==> src/sv/wps_pkg.sv <==
// Package: shared constants, types and the run table for the wipe pass generator.
`default_nettype none
package wps_pkg;
	localparam int MaxPasses = 53;
	localparam int TableLen = 53;
	localparam int RandDepth = 51;

	typedef logic [13:0] entry_t;

	// Run table, 16-bit two's complement words.
	function automatic logic [15:0] run_word(input logic [5:0] i);
		logic [15:0] w;
		begin
			case (i)
				6'd0: w = 16'hFFFE;
				6'd1: w = 16'd2;  6'd2: w = 16'h000; 6'd3: w = 16'hfff;
				6'd4: w = 16'd2;  6'd5: w = 16'h555; 6'd6: w = 16'haaa;
				6'd7: w = 16'hFFFF;
				6'd8: w = 16'd6;  6'd9: w = 16'h249; 6'd10: w = 16'h492;
				6'd11: w = 16'h6DB; 6'd12: w = 16'h924; 6'd13: w = 16'hB6D;
				6'd14: w = 16'hDB6;
				6'd15: w = 16'd12; 6'd16: w = 16'h111; 6'd17: w = 16'h222;
				6'd18: w = 16'h333; 6'd19: w = 16'h444; 6'd20: w = 16'h666;
				6'd21: w = 16'h777; 6'd22: w = 16'h888; 6'd23: w = 16'h999;
				6'd24: w = 16'hBBB; 6'd25: w = 16'hCCC; 6'd26: w = 16'hDDD;
				6'd27: w = 16'hEEE;
				6'd28: w = 16'd8;  6'd29: w = 16'h1000; 6'd30: w = 16'h1249;
				6'd31: w = 16'h1492; 6'd32: w = 16'h16DB; 6'd33: w = 16'h1924;
				6'd34: w = 16'h1B6D; 6'd35: w = 16'h1DB6; 6'd36: w = 16'h1FFF;
				6'd37: w = 16'd14; 6'd38: w = 16'h1111; 6'd39: w = 16'h1222;
				6'd40: w = 16'h1333; 6'd41: w = 16'h1444; 6'd42: w = 16'h1555;
				6'd43: w = 16'h1666; 6'd44: w = 16'h1777; 6'd45: w = 16'h1888;
				6'd46: w = 16'h1999; 6'd47: w = 16'h1AAA; 6'd48: w = 16'h1BBB;
				6'd49: w = 16'h1CCC; 6'd50: w = 16'h1DDD; 6'd51: w = 16'h1EEE;
				6'd52: w = 16'hFFFF;
				default: w = 16'h0000;
			endcase
			return w;
		end
	endfunction

	// Sequencer states
	typedef enum logic [11:0] {
		ST_LOAD  = 12'b000000000001,
		ST_FILL  = 12'b000000000010,
		ST_WALK  = 12'b000000000100,
		ST_SBYTE = 12'b000000001000,
		ST_SMOD  = 12'b000000010000,
		ST_SRDA  = 12'b000000100000,
		ST_SRDB  = 12'b000001000000,
		ST_SWR   = 12'b000010000000,
		ST_FXRD  = 12'b000100000000,
		ST_FXCHK = 12'b001000000000,
		ST_EMRD  = 12'b010000000000,
		ST_EMIT  = 12'b100000000000
	} state_t;
endpackage
`default_nettype wire

==> src/sv/wipe_pass_sequence_generator.sv <==
// Top level: wipe pass sequence generator with load, build, shuffle and emit sequencer.
// Usage: random bytes arrive on the input channel (random_byte, last_byte), one
// per beat. The beat with last_byte=1 is stored too while the 51-byte store has
// room and starts generation; in_stall stays high until every pass has been emitted.
// Generation: every pass position is preset as a random pass, then the run table
// is walked word by word (run headers, skips and wraps), then each shuffled
// position takes a store read, a byte fetch, the 8-step remainder unit and its
// done strobe, plus a partner read and write when it swaps; the shuffle decision
// and final exchange check follow; each emitted pass takes a store read and a beat.
// The pass store is a 53x14 memory with one registered read port, so every store
// access above is a registered read. pass_count is clamped to 53; zero emits nothing.
// Results leave as beats on out_valid/out_stall; a stalled beat holds and the
// sequencer waits in place. Reset clears the byte count and the sequencer;
// registers go to 35/1. Configuration is written on cfg_we with cfg_index and
// cfg_data; the user must do so only while idle, as the block does not enforce it.
`default_nettype none
module wipe_pass_sequence_generator
	import wps_pkg::*;
#(
	parameter int MAX_PASSES = MaxPasses
)(
	input  wire logic       clk,
	input  wire logic       arst_n,
	input  wire logic       cfg_we,
	input  wire logic       cfg_index,
	input  wire logic [6:0] cfg_data,
	input  wire logic       in_valid,
	output logic            in_stall,
	input  wire logic [7:0] random_byte,
	input  wire logic       last_byte,
	output logic            out_valid,
	input  wire logic       out_stall,
	output logic            is_random_pass,
	output logic [12:0]     pattern_word,
	output logic [5:0]      pass_number,
	output logic            last_pass
);
	localparam logic [5:0] MaxP = 6'(MAX_PASSES);

	state_t     state_q;
	logic [6:0] pass_count_q;
	logic       shuffle_q;
	logic [5:0] n_q;
	logic [7:0] rnd_mem [RandDepth];
	logic [5:0] loaded_q;
	logic [13:0] pmem [MAX_PASSES];
	logic [13:0] rd_q;
	logic [5:0] p_q;
	logic [5:0] idx_q;
	logic [6:0] tgt_q;
	logic [6:0] left_q;
	logic [5:0] cnt_q;
	logic       inrun_q;
	logic [5:0] d_q;
	logic [13:0] ea_q;
	logic [7:0] byte_q;
	logic       m_start;
	logic       m_done;
	logic [5:0] m_rem;
	logic [15:0] w;
	logic [6:0] neg;
	logic [5:0] n_eff;
	logic       fix_q;
	logic [13:0] fixv_q;
	logic [13:0] emit_e;

	assign n_eff = (pass_count_q > 7'(MaxP)) ? MaxP : pass_count_q[5:0];
	assign w = run_word(idx_q);
	assign neg = 7'(-w);

	wps_modn u_mod (
		.clk(clk), .arst_n(arst_n), .start(m_start), .dividend(byte_q),
		.divisor(n_q), .done(m_done), .remainder(m_rem)
	);
	assign m_start = (state_q == ST_SBYTE);

	// emitted entry with the final exchange applied
	assign emit_e = (fix_q && p_q == 6'd1) ? fixv_q :
		(fix_q && p_q == n_q - 6'd1) ? 14'h2000 : rd_q;

	assign in_stall = (state_q != ST_LOAD);
	assign out_valid = (state_q == ST_EMIT);
	assign is_random_pass = emit_e[13];
	assign pattern_word = emit_e[13] ? 13'd0 : emit_e[12:0];
	assign pass_number = p_q;
	assign last_pass = (p_q == n_q - 6'd1);

	// configuration registers
	always_ff @(posedge clk or negedge arst_n) begin
		if (!arst_n) begin
			pass_count_q <= 7'd35;
			shuffle_q <= 1'b1;
		end else if (cfg_we) begin
			if (cfg_index == 1'b0)
				pass_count_q <= cfg_data;
			else
				shuffle_q <= cfg_data[0];
		end
	end

	// byte store (missing bytes read as zero through loaded_q)
	always_ff @(posedge clk) begin
		if (state_q == ST_LOAD && in_valid && loaded_q < 6'(RandDepth))
			rnd_mem[loaded_q] <= random_byte;
		if (state_q == ST_SMOD)
			byte_q <= (p_q - 6'd2 < loaded_q) ? rnd_mem[p_q - 6'd2] : 8'd0;
	end

	// pass store: single write, registered read (old data on a same-address write)
	logic        we;
	logic [5:0]  wa;
	logic [13:0] wd;
	logic [5:0]  ra;
	always_comb begin
		we = 1'b0; wa = p_q; wd = 14'h2000; ra = p_q;
		unique case (state_q)
			ST_FILL: we = 1'b1;
			ST_WALK: begin
				wa = tgt_q[5:0];
				wd = {1'b0, w[12:0]};
				we = inrun_q && tgt_q < {1'b0, n_q} && idx_q < 6'(TableLen);
			end
			ST_SMOD: ra = p_q;
			ST_SRDB: begin ra = d_q; we = 1'b1; wa = d_q; wd = ea_q; end
			ST_SWR: begin we = 1'b1; wa = p_q; wd = rd_q; end
			ST_FXRD: ra = n_q - 6'd1;
			ST_FXCHK: begin
				ra = 6'd1;
			end
			ST_EMRD: ra = p_q;
			default: ;
		endcase
	end
	always_ff @(posedge clk) begin
		if (we)
			pmem[wa] <= wd;
		rd_q <= pmem[ra];
	end

	// sequencer
	logic fx_flag_q;
	logic [13:0] last_e_q;
	always_ff @(posedge clk or negedge arst_n) begin
		if (!arst_n) begin
			state_q <= ST_LOAD;
			loaded_q <= '0;
			p_q <= '0;
			fx_flag_q <= 1'b0;
		end else begin
			unique case (state_q)
				ST_LOAD: if (in_valid) begin
					if (last_byte && n_eff == 6'd0)
						loaded_q <= '0;
					else if (loaded_q < 6'(RandDepth))
						loaded_q <= loaded_q + 6'd1;
					if (last_byte) begin
						n_q <= n_eff;
						p_q <= '0;
						state_q <= (n_eff == 6'd0) ? ST_LOAD : ST_FILL;
					end
				end
				ST_FILL: begin
					p_q <= p_q + 6'd1;
					if (p_q == n_q - 6'd1) begin
						state_q <= ST_WALK;
						idx_q <= '0; tgt_q <= '0; left_q <= {1'b0, n_q};
						inrun_q <= 1'b0; cnt_q <= '0;
					end
				end
				ST_WALK: begin
					if (inrun_q) begin
						tgt_q <= tgt_q + 7'd1;
						idx_q <= (idx_q == 6'(TableLen)) ? idx_q : idx_q + 6'd1;
						cnt_q <= cnt_q - 6'd1;
						if (cnt_q == 6'd1) begin
							inrun_q <= 1'b0;
							if (left_q == 7'd0)
								state_q <= ST_FXRD;
						end
					end else if (left_q == 7'd0) begin
						state_q <= ST_FXRD;
					end else if (idx_q >= 6'(TableLen)) begin
						idx_q <= '0;
					end else begin
						idx_q <= idx_q + 6'd1;
						if (w[15]) begin
							tgt_q <= tgt_q + neg;
							left_q <= (left_q > neg) ? left_q - neg : 7'd0;
							if (left_q <= neg)
								state_q <= ST_FXRD;
						end else if (w[6:0] != 7'd0) begin
							cnt_q <= (w[6:0] > left_q) ? left_q[5:0] : w[5:0];
							left_q <= (w[6:0] > left_q) ? 7'd0 : left_q - w[6:0];
							inrun_q <= 1'b1;
						end
					end
					p_q <= 6'd2;
				end
				ST_FXRD: begin
					// first pass here after walk: decide shuffle
					if (!fx_flag_q && n_q > 6'd2 && shuffle_q) begin
						fx_flag_q <= 1'b1;
						state_q <= ST_SMOD;
						p_q <= 6'd2;
					end else if (n_q > 6'd2) begin
						fx_flag_q <= 1'b0;
						state_q <= ST_FXCHK;
					end else begin
						fx_flag_q <= 1'b0;
						p_q <= '0;
						state_q <= ST_EMRD;
					end
				end
				ST_SMOD: state_q <= ST_SBYTE;
				ST_SBYTE: begin
					ea_q <= rd_q;
					state_q <= ST_SRDA;
				end
				// wait for the partner index, swap only when it is above 1
				ST_SRDA: if (m_done) begin
					d_q <= m_rem;
					if (m_rem > 6'd1)
						state_q <= ST_SRDB;
					else begin
						p_q <= p_q + 6'd1;
						state_q <= (p_q == n_q - 6'd1) ? ST_FXRD : ST_SMOD;
					end
				end
				ST_SRDB: state_q <= ST_SWR;
				ST_SWR: begin
					p_q <= p_q + 6'd1;
					state_q <= (p_q == n_q - 6'd1) ? ST_FXRD : ST_SMOD;
				end
				ST_FXCHK: begin
					if (!fx_flag_q) begin
						last_e_q <= rd_q;
						fx_flag_q <= 1'b1;
					end else begin
						fx_flag_q <= 1'b0;
						p_q <= '0;
						state_q <= ST_EMRD;
					end
				end
				ST_EMRD: state_q <= ST_EMIT;
				ST_EMIT: if (!out_stall) begin
					p_q <= p_q + 6'd1;
					if (p_q == n_q - 6'd1) begin
						state_q <= ST_LOAD;
						loaded_q <= '0;
					end else
						state_q <= ST_EMRD;
				end
				default: state_q <= ST_LOAD;
			endcase
		end
	end

	// final exchange: applied on the emitted beats of pass 1 and the last pass
	always_ff @(posedge clk or negedge arst_n) begin
		if (!arst_n)
			fix_q <= 1'b0;
		else if (state_q == ST_FXCHK && fx_flag_q)
			fix_q <= !last_e_q[13] && rd_q[13];
		else if (state_q == ST_LOAD)
			fix_q <= 1'b0;
	end
	always_ff @(posedge clk)
		if (state_q == ST_FXCHK && fx_flag_q)
			fixv_q <= last_e_q;

	// protocol checks
	a_state_onehot: assert property (@(posedge clk) disable iff (!arst_n)
		$onehot(state_q));
	a_out_hold: assert property (@(posedge clk) disable iff (!arst_n)
		out_valid && out_stall |=> out_valid && $stable(is_random_pass)
			&& $stable(pattern_word) && $stable(pass_number) && $stable(last_pass));
	a_one_side: assert property (@(posedge clk) disable iff (!arst_n)
		!(out_valid && !in_stall));
	a_pass_range: assert property (@(posedge clk) disable iff (!arst_n)
		out_valid |-> pass_number < n_q);
endmodule
`default_nettype wire

==> src/sv/wps_modn.sv <==
// Module: serial remainder unit, one restoring step per cycle.
`default_nettype none
module wps_modn
	import wps_pkg::*;
(
	input  wire logic       clk,
	input  wire logic       arst_n,
	input  wire logic       start,
	input  wire logic [7:0] dividend,
	input  wire logic [5:0] divisor,
	output logic            done,
	output logic [5:0]      remainder
);
	logic [7:0] rem_q;
	logic [7:0] quo_q;
	logic [3:0] cnt_q;
	logic       busy_q;
	logic       done_q;
	logic [8:0] trial;

	assign trial = {rem_q, quo_q[7]} - {3'd0, divisor};

	// shift in one dividend bit per cycle
	always_ff @(posedge clk or negedge arst_n) begin
		if (!arst_n) begin
			busy_q <= 1'b0;
			done_q <= 1'b0;
			cnt_q <= '0;
		end else if (start) begin
			busy_q <= 1'b1;
			done_q <= 1'b0;
			cnt_q <= 4'd8;
			rem_q <= '0;
			quo_q <= dividend;
		end else if (busy_q) begin
			quo_q <= {quo_q[6:0], 1'b0};
			if (!trial[8])
				rem_q <= trial[7:0];
			else
				rem_q <= {rem_q[6:0], quo_q[7]};
			cnt_q <= cnt_q - 4'd1;
			if (cnt_q == 4'd1) begin
				busy_q <= 1'b0;
				done_q <= 1'b1;
			end
		end else
			done_q <= 1'b0;
	end

	// remainder is valid for the one cycle that done is high
	assign done = done_q;
	assign remainder = rem_q[5:0];
endmodule
`default_nettype wire
==> config.mk <==
export PLATFORM = sky130hd
export DESIGN_NAME = wipe_pass_sequence_generator
export DESIGN_NICKNAME = d
export VERILOG_FILES = /design/src/sv/wps_pkg.sv /design/src/sv/wipe_pass_sequence_generator.sv /design/src/sv/wps_modn.sv
export SDC_FILE = /design/constraint.sdc
export NUM_CORES = 2
export LEC_CHECK = 0
export BUFFER_PORTS_ARGS = -buffer_cell sky130_fd_sc_hd__buf_2
export CAP_MARGIN = 0
export CORE_MARGIN = 4
export CORE_UTILIZATION = 40
export DETAILED_ROUTE_END_ITERATION = 16
export PLACE_DENSITY_LB_ADDON = 0.08
export SLEW_MARGIN = 20
export SYNTH_ARGS = -nofsm -noshare
export SYNTH_HDL_FRONTEND = slang
export SYNTH_HIERARCHICAL = 1
export SYNTH_SLANG_ARGS = --single-unit
==> constraint.sdc <==
create_clock -name clk -period 11.2 [get_ports clk]
set_input_delay 1.12 -clock clk [delete_from_list [all_inputs] [get_ports clk]]
set_output_delay 1.12 -clock clk [all_outputs]
set_load 0.02 [all_outputs]
### After elaboration in Yosys (flattened, before gate mapping)

Memory sizes are Yosys's and may differ from the RTL's. A register that Yosys moved wholly into a read port is not among the register bits.
Index checks and enable logic that the tools add are counted.

* $add $sub $neg: 13
* magnitude comparators: 11
* equal/unequal tests: 44
* mux-type cells: 100
* bitwise gates (word level): 2
* reduce and logical (&&, ||, !) cells: 40

Operator list (number)
* 12-bit 2-to-1 mux: 13
* 6-bit 2-to-1 mux: 25
* 12-bit case mux with 12 select lines: 1
* 7-bit 2-to-1 mux: 13
* 6-bit case mux with 2 select lines: 4
* 3-bit inequality test (second input constant): 15
* 14-bit case mux with 3 select lines: 1
* 6-bit case mux with 7 select lines: 1
* 11-bit 2-to-1 mux: 3
* 8-bit 2-to-1 mux: 4
* 14-bit 2-to-1 mux: 2
* 7-bit case mux with 2 select lines: 2
* 1-bit 2-to-1 mux: 21
* 6-bit by 1-bit adder with 6-bit output (second input constant): 3
* 9-bit 2-to-1 mux: 2
* 2-bit inequality test (second input constant): 9
* 6-bit case mux with 3 select lines: 1
* 7-bit greater-than comparator: 2
* 7-bit AND reduction: 2
* 7-bit nonzero test: 2
* 7-bit subtractor: 2
* 13-bit 2-to-1 mux: 1
* 12-bit by 1-bit equality test with 1-bit output (second input constant): 1
* 12-bit by 10-bit equality test with 1-bit output (second input constant): 1
* other kinds (49): 79

* flip-flop bits (word level): 137
* memory bits (writable): 1150
* memory bits (read-only): 1024
* bits of input ports: 22
* output and inout port bits: 23
* word-level logic and storage cells: 235
* memories kept: 3

Memory list
* (name not given): words 64, width 16, rd ports 1, clocked after Yosys merged registers in 1, wr ports 0, RTL line wps_pkg.sv:14 `case (i)`
* pmem: words 53, width 14, rd ports 1, clocked after Yosys merged registers in 1, wr ports 1, RTL line wipe_pass_sequence_generator.sv:46 `logic [13:0] pmem [MAX_PASSES];`
* rnd_mem: words 51, width 8, rd ports 1, clocked after Yosys merged registers in 1, wr ports 1, RTL line wipe_pass_sequence_generator.sv:44 `logic [7:0] rnd_mem [RandDepth];`

### Logic depth before layout (Yosys ltp)

* depth in word-level cells: 8
* gate-level depth with buffers: 17
* depth with buffers taken out: 15

### Hierarchy

The synthesis kept the hierarchy.

Modules (own cells, without submodules)
* wipe_pass_sequence_generator: times used 1, cells each 3841, area an instance 54497.3 um^2, seq. area each 38623.3 um^2
* wps_modn: times used 1, cells each 151, area an instance 1512.7 um^2, seq. area each 630.6 um^2

### Worst setup path after synthesis

OpenSTA, ideal clock, no wires.

* path kind: register to output
* start point: register p_q[1], in the netlist pass_number[1]
* end point: output pattern_word[10]
* data arrival time: 3334 ps
* data required time: 10080 ps
* path slack: 6746 ps
* cell stages (with the launch flop): 13
* cells stage by stage: dfrtp_1 > clkbuf_1 > clkbuf_1 > clkbuf_1 > buf_1 > inv_1 > ha_1 > nand4_1 > nor3_1 > a21oi_1 > a21oi_1 > clkbuf_1 > nor2_1

* word-level cells in the longest chain between the ends: 5
* elaborated cells on any way between the ends: 7
* those cells by class: eq/ne (2); mux (3); reduce/logical (2)

RTL lines
* from (decl): RTL line wipe_pass_sequence_generator.sv:48 `logic [5:0] p_q;`
* from (signal assigned): RTL line wipe_pass_sequence_generator.sv:163 `p_q <= p_q + 6'd1;`
* from (signal assigned): RTL line wipe_pass_sequence_generator.sv:225 `p_q <= p_q + 6'd1;`
* from (signal assigned): RTL line wipe_pass_sequence_generator.sv:231 `p_q <= p_q + 6'd1;`
* 6-bit equality test: RTL line wipe_pass_sequence_generator.sv:79 `(fix_q && p_q == n_q - 6'd1) ? 14'h2000 : rd_q;`
* 1-bit logical AND: RTL line wipe_pass_sequence_generator.sv:79
* 14-bit 2-to-1 mux: RTL line wipe_pass_sequence_generator.sv:79
* 14-bit 2-to-1 mux *: RTL line wipe_pass_sequence_generator.sv:78 `assign emit_e = (fix_q && p_q == 6'd1) ? fixv_q :`
* named net is_random_pass: RTL line wipe_pass_sequence_generator.sv:33 `output logic is_random_pass,`
* 13-bit 2-to-1 mux *: RTL line wipe_pass_sequence_generator.sv:84 `assign pattern_word = emit_e[13] ? 13'd0 : emit_e[12:0];`
* to (decl): RTL line wipe_pass_sequence_generator.sv:34 `output logic [12:0] pattern_word,`

Mark *: on every way through the listed nets, which the timed path passes. The rest lies on a longest branch.

### Worst setup path in the final report

* start point: register state_q[2]
* end point: register rd_q[11] (read register of pmem)

* word-level cells in the longest chain between the ends: 2
* elaborated cells on any way between the ends: 4
* those cells by class: eq/ne (3); mux (1)

RTL lines
* from (decl): RTL line wipe_pass_sequence_generator.sv:40 `state_t state_q;`
* from (signal assigned): RTL line wipe_pass_sequence_generator.sv:159 `state_q <= (n_eff == 6'd0) ? ST_LOAD : ST_FILL;`
* from (signal assigned): RTL line wipe_pass_sequence_generator.sv:226 `state_q <= (p_q == n_q - 6'd1) ? ST_FXRD : ST_SMOD;`
* from (signal assigned): RTL line wipe_pass_sequence_generator.sv:232 `state_q <= (p_q == n_q - 6'd1) ? ST_FXRD : ST_SMOD;`
* 12-bit by 10-bit equality test with 1-bit output, or another cell as far along: RTL line wipe_pass_sequence_generator.sv:116 `unique case (state_q)`
* 6-bit case mux with 3 select lines *: RTL line wipe_pass_sequence_generator.sv:116
* to (decl): RTL line wipe_pass_sequence_generator.sv:47 `logic [13:0] rd_q;`

Mark *: on every way between the ends. The rest lies on a longest branch, timed or not.
A chain may end at the register's enable or synchronous reset.

==> summary.txt <==
Synthesis
  • Mapped Avg Cell Area: 14.0 um^2
  • Post-synth EDFFs: 1,255
  • Synth top area share: 67.3%
  • #FFs+latches synth: 1,323
  • Synth area leaders: edfxtp_1 (67%), nand2_1 (5.1%), mux4_2 (4.8%), nor2_1 (1.7%), nand3_1 (1.6%)
  • Post-synth top cells: edfxtp_1 (1,255), nand2_1 (759), nor2_1 (259), nand3_1 (180), a21oi_1 (175)
  • Synth Net Count: 4,077
  • Count leader, synth: edfxtp_1
  • Sequential share of the synthesized area: 70.1%
  • Synth area leader: edfxtp_1
  • Commonest register cell after synthesis: edfxtp_1
  • Synth unique cells: 96
  • Post-Syn Instances: 3,992
  • Synthesized cell area: 0.0560 mm^2
  • Ys async rst share: 3.02%
  • YS warnings: 6

STA
  • Post-route setup TNS: 0 ps
  • Clock Skews: 52.0 ps
  • Worst-Margin Slew: 1120 ps
  • Max-slew violations: 0
  • Fin. Hold Viols: 0
  • Max transition margin: 24.9%
  • Final Hold Slack: 415 ps
  • Fin crit period: 5350 ps
  • Final worst-path cycle share: 47.7%
  • Setup violations, final: 0
  • Fmax: 187 MHz
  • Unrepaired setup endpoints after global routing: no

Die
  • Site Rows: 137
  • Ports: 45
  • Width of the die: 382 um
  • Die ar.: 0.146 mm^2
  • Die height: 382 um
  • Core area: 0.139 mm^2
  • Initial Util: 40.2%

Detailed routing
  • Total vias in the final route: 33.9k
  • ANT nets after route: 0
  • Met2 Wirelength: 74.8 mm
  • Wire length on met3: 7.65 mm
  • WL final: 159 mm
  • Drt pass-1 iters: 6
  • Highest Signal Layer: met4
  • Drt initial violations: 3,039
  • DR DRC count: 0
  • WL/cell: 26.2 um
  • Vias/cell: 5.60
  • M1 wire length: 73.1 mm

Placed design
  • Port bufs: 44
  • Placer's final routability congestion estimate: 0.858
  • Placed Instances: 5,784
  • DP HPWL: 94.1 mm
  • Placed inst area: 0.0585 mm^2

Flow run
  • Max-cap viol count: 0

Power and ir drop
  • Total Power: 15.0 mW
  • Max VDD drop: 0.000159 V
  • Pwr/cell area: 238 mW/mm^2
  • Leak pwr: 21.4 nW

Layout
  • Ant diodes: 0
  • Share of cells above drive strength 1: 14.2%
  • Nets: 4,142
  • P&R area growth vs syn: 12.6%
  • Non-filler cells, final: 6,047
  • Design Area, Final: 0.0631 mm^2
  • Fillers: 12.5k

GRT
  • Overflow left after global routing: 0
  • Initial antenna violation count: 1
  • Global-route wire length before repair: 233 mm
  • GRT Resource Usage Total: 21.4%
  • Vias in the first global route: 33.3k
  • Largest net degree at the start of global routing: 135

CTS
  • Clock Sink Count: 1,323
  • Setup bufs post-CTS: 0
  • CTS Buf Count: 146
  • Clk pin slew, worst setup/hold paths: 60 ps
  • Clock buffer depth: 3
  • TritonCTS clock tree: built
  • CTS Root Cell: clkbuf_16
  • Worst-Skew Late Latency: 790 ps
  • Hold_buf cts: 0
  • Post-CTS Resized: 0
  • CTS H-tree depth: 4

Critical path
  • Reg2reg setup slack: 5850 ps
  • Setup Crit Path Kind: reg2reg
  • Crit end category: flip-flop
  • Critical Path AT: 6030 ps
  • Crit path launch type: flip-flop
  • Worst EP required: 11,880 ps
  • Critical path peak fanout: 56

Min path
  • Hold Path Class: reg2reg

Status
  • Status: complete, no violations
## area by class of cell
cell class | instances | area (um^2) | area share (%)
Timing Repair Buffer | 146 | 1020 | 1.62
Clock inverter | 81 | 769 | 1.22
Clock buffer | 181 | 3810 | 6.05
Multi-Input combinational cell | 2369 | 15600 | 24.7
Sequential cell | 1323 | 39300 | 62.2
Tap cell | 1876 | 2350 | 3.72
Inverter | 71 | 269 | 0.426
## metal layers
metal	global-route usage, %	up-vias
met3	3.10	194
met4	4.93	0
met5	0	-
met2	34.1	916
li1	-	15280
met1	31.2	17470
## cells in the final DEF, fill, tap and decap left out, types with 12 or more instances in the layout
master	n
o41ai_2	14
nor2_2	12
and3_1	84
a32oi_1	15
inv_1	64
a211oi_1	40
a31oi_1	35
xnor2_1	31
edfxtp_1	1255
nor2b_1	31
mux2_2	21
clkinv_2	22
nand2b_1	21
clkbuf_16	146
clkbuf_1	32
o2111ai_1	27
o22ai_1	16
ha_1	58
nand3_1	179
clkinv_1	32
buf_2	44
buf_4	99
and2_1	12
a311oi_1	32
a21oi_1	173
nor3_1	34
o21ai_0	60
nor2_1	246
a31o_2	16
dfrtp_1	33
a31o_1	12
a21o_1	17
nand2_1	754
o211ai_1	13
dfxtp_1	28
mux4_2	120
a221oi_1	23
mux2i_1	33
a22oi_1	53
## critical path: stages (launching register included)
cell	delay [ps]
dfrtp_1	450
nor4_2	570
and4_1	850
and2_1	340
a211o_4	590
buf_4	660
nor2_1	340
buf_4	280
a32oi_1	180
a21oi_1	100
nor2_1	280
o2111ai_1	340
o41ai_2	130
## cells by family after synthesis
logic type,Yosys count,share of synthesized area (%)
simple gates,1458,11.5
fa+ha+maj,63,1.46
buf+inv,300,2.41
mux,174,5.84
flops,1323,70.1
compound gates,629,7.97
xor+xnor,45,0.728
## worst paths after layout
kind / start / end / cells after the start
worst max-delay path: state_q[2] / rd_q[11] / 12
worst min-delay path: last_e_q[5] / fixv_q[5] / 0
worst max register to register: state_q[2] / rd_q[11] / 12
worst min register to register: last_e_q[5] / fixv_q[5] / 0
max in group asynchronous: arst_n / pass_number[1] / 2
min in group asynchronous: arst_n / pass_count_q[4] / 2
## state kept, by name, summed over array words and instances, names as in the netlist, 12 cells and up
register / cells
rnd_mem: 408
ea_q: 14
pmem: 742
last_e_q: 14
state_q: 12
rd_q: 14
fixv_q: 14
w: 14
## power breakdown
group	switching, mW	internal (mW)
Clock	2.04	2.57
Sequential	0.243	5.68
Combinational	2.95	1.55
## stage by stage
stage	setup slack (ps)	util (%)
6_report	5850	45.3
5_1_grt	5520	45.3
4_1_cts	5210	45.2
3_5_place_dp	5840	41.9
3_3_place_gp	5920	41.9
2_1_floorplan	6750	-
(Power assumes the default switching activity.)
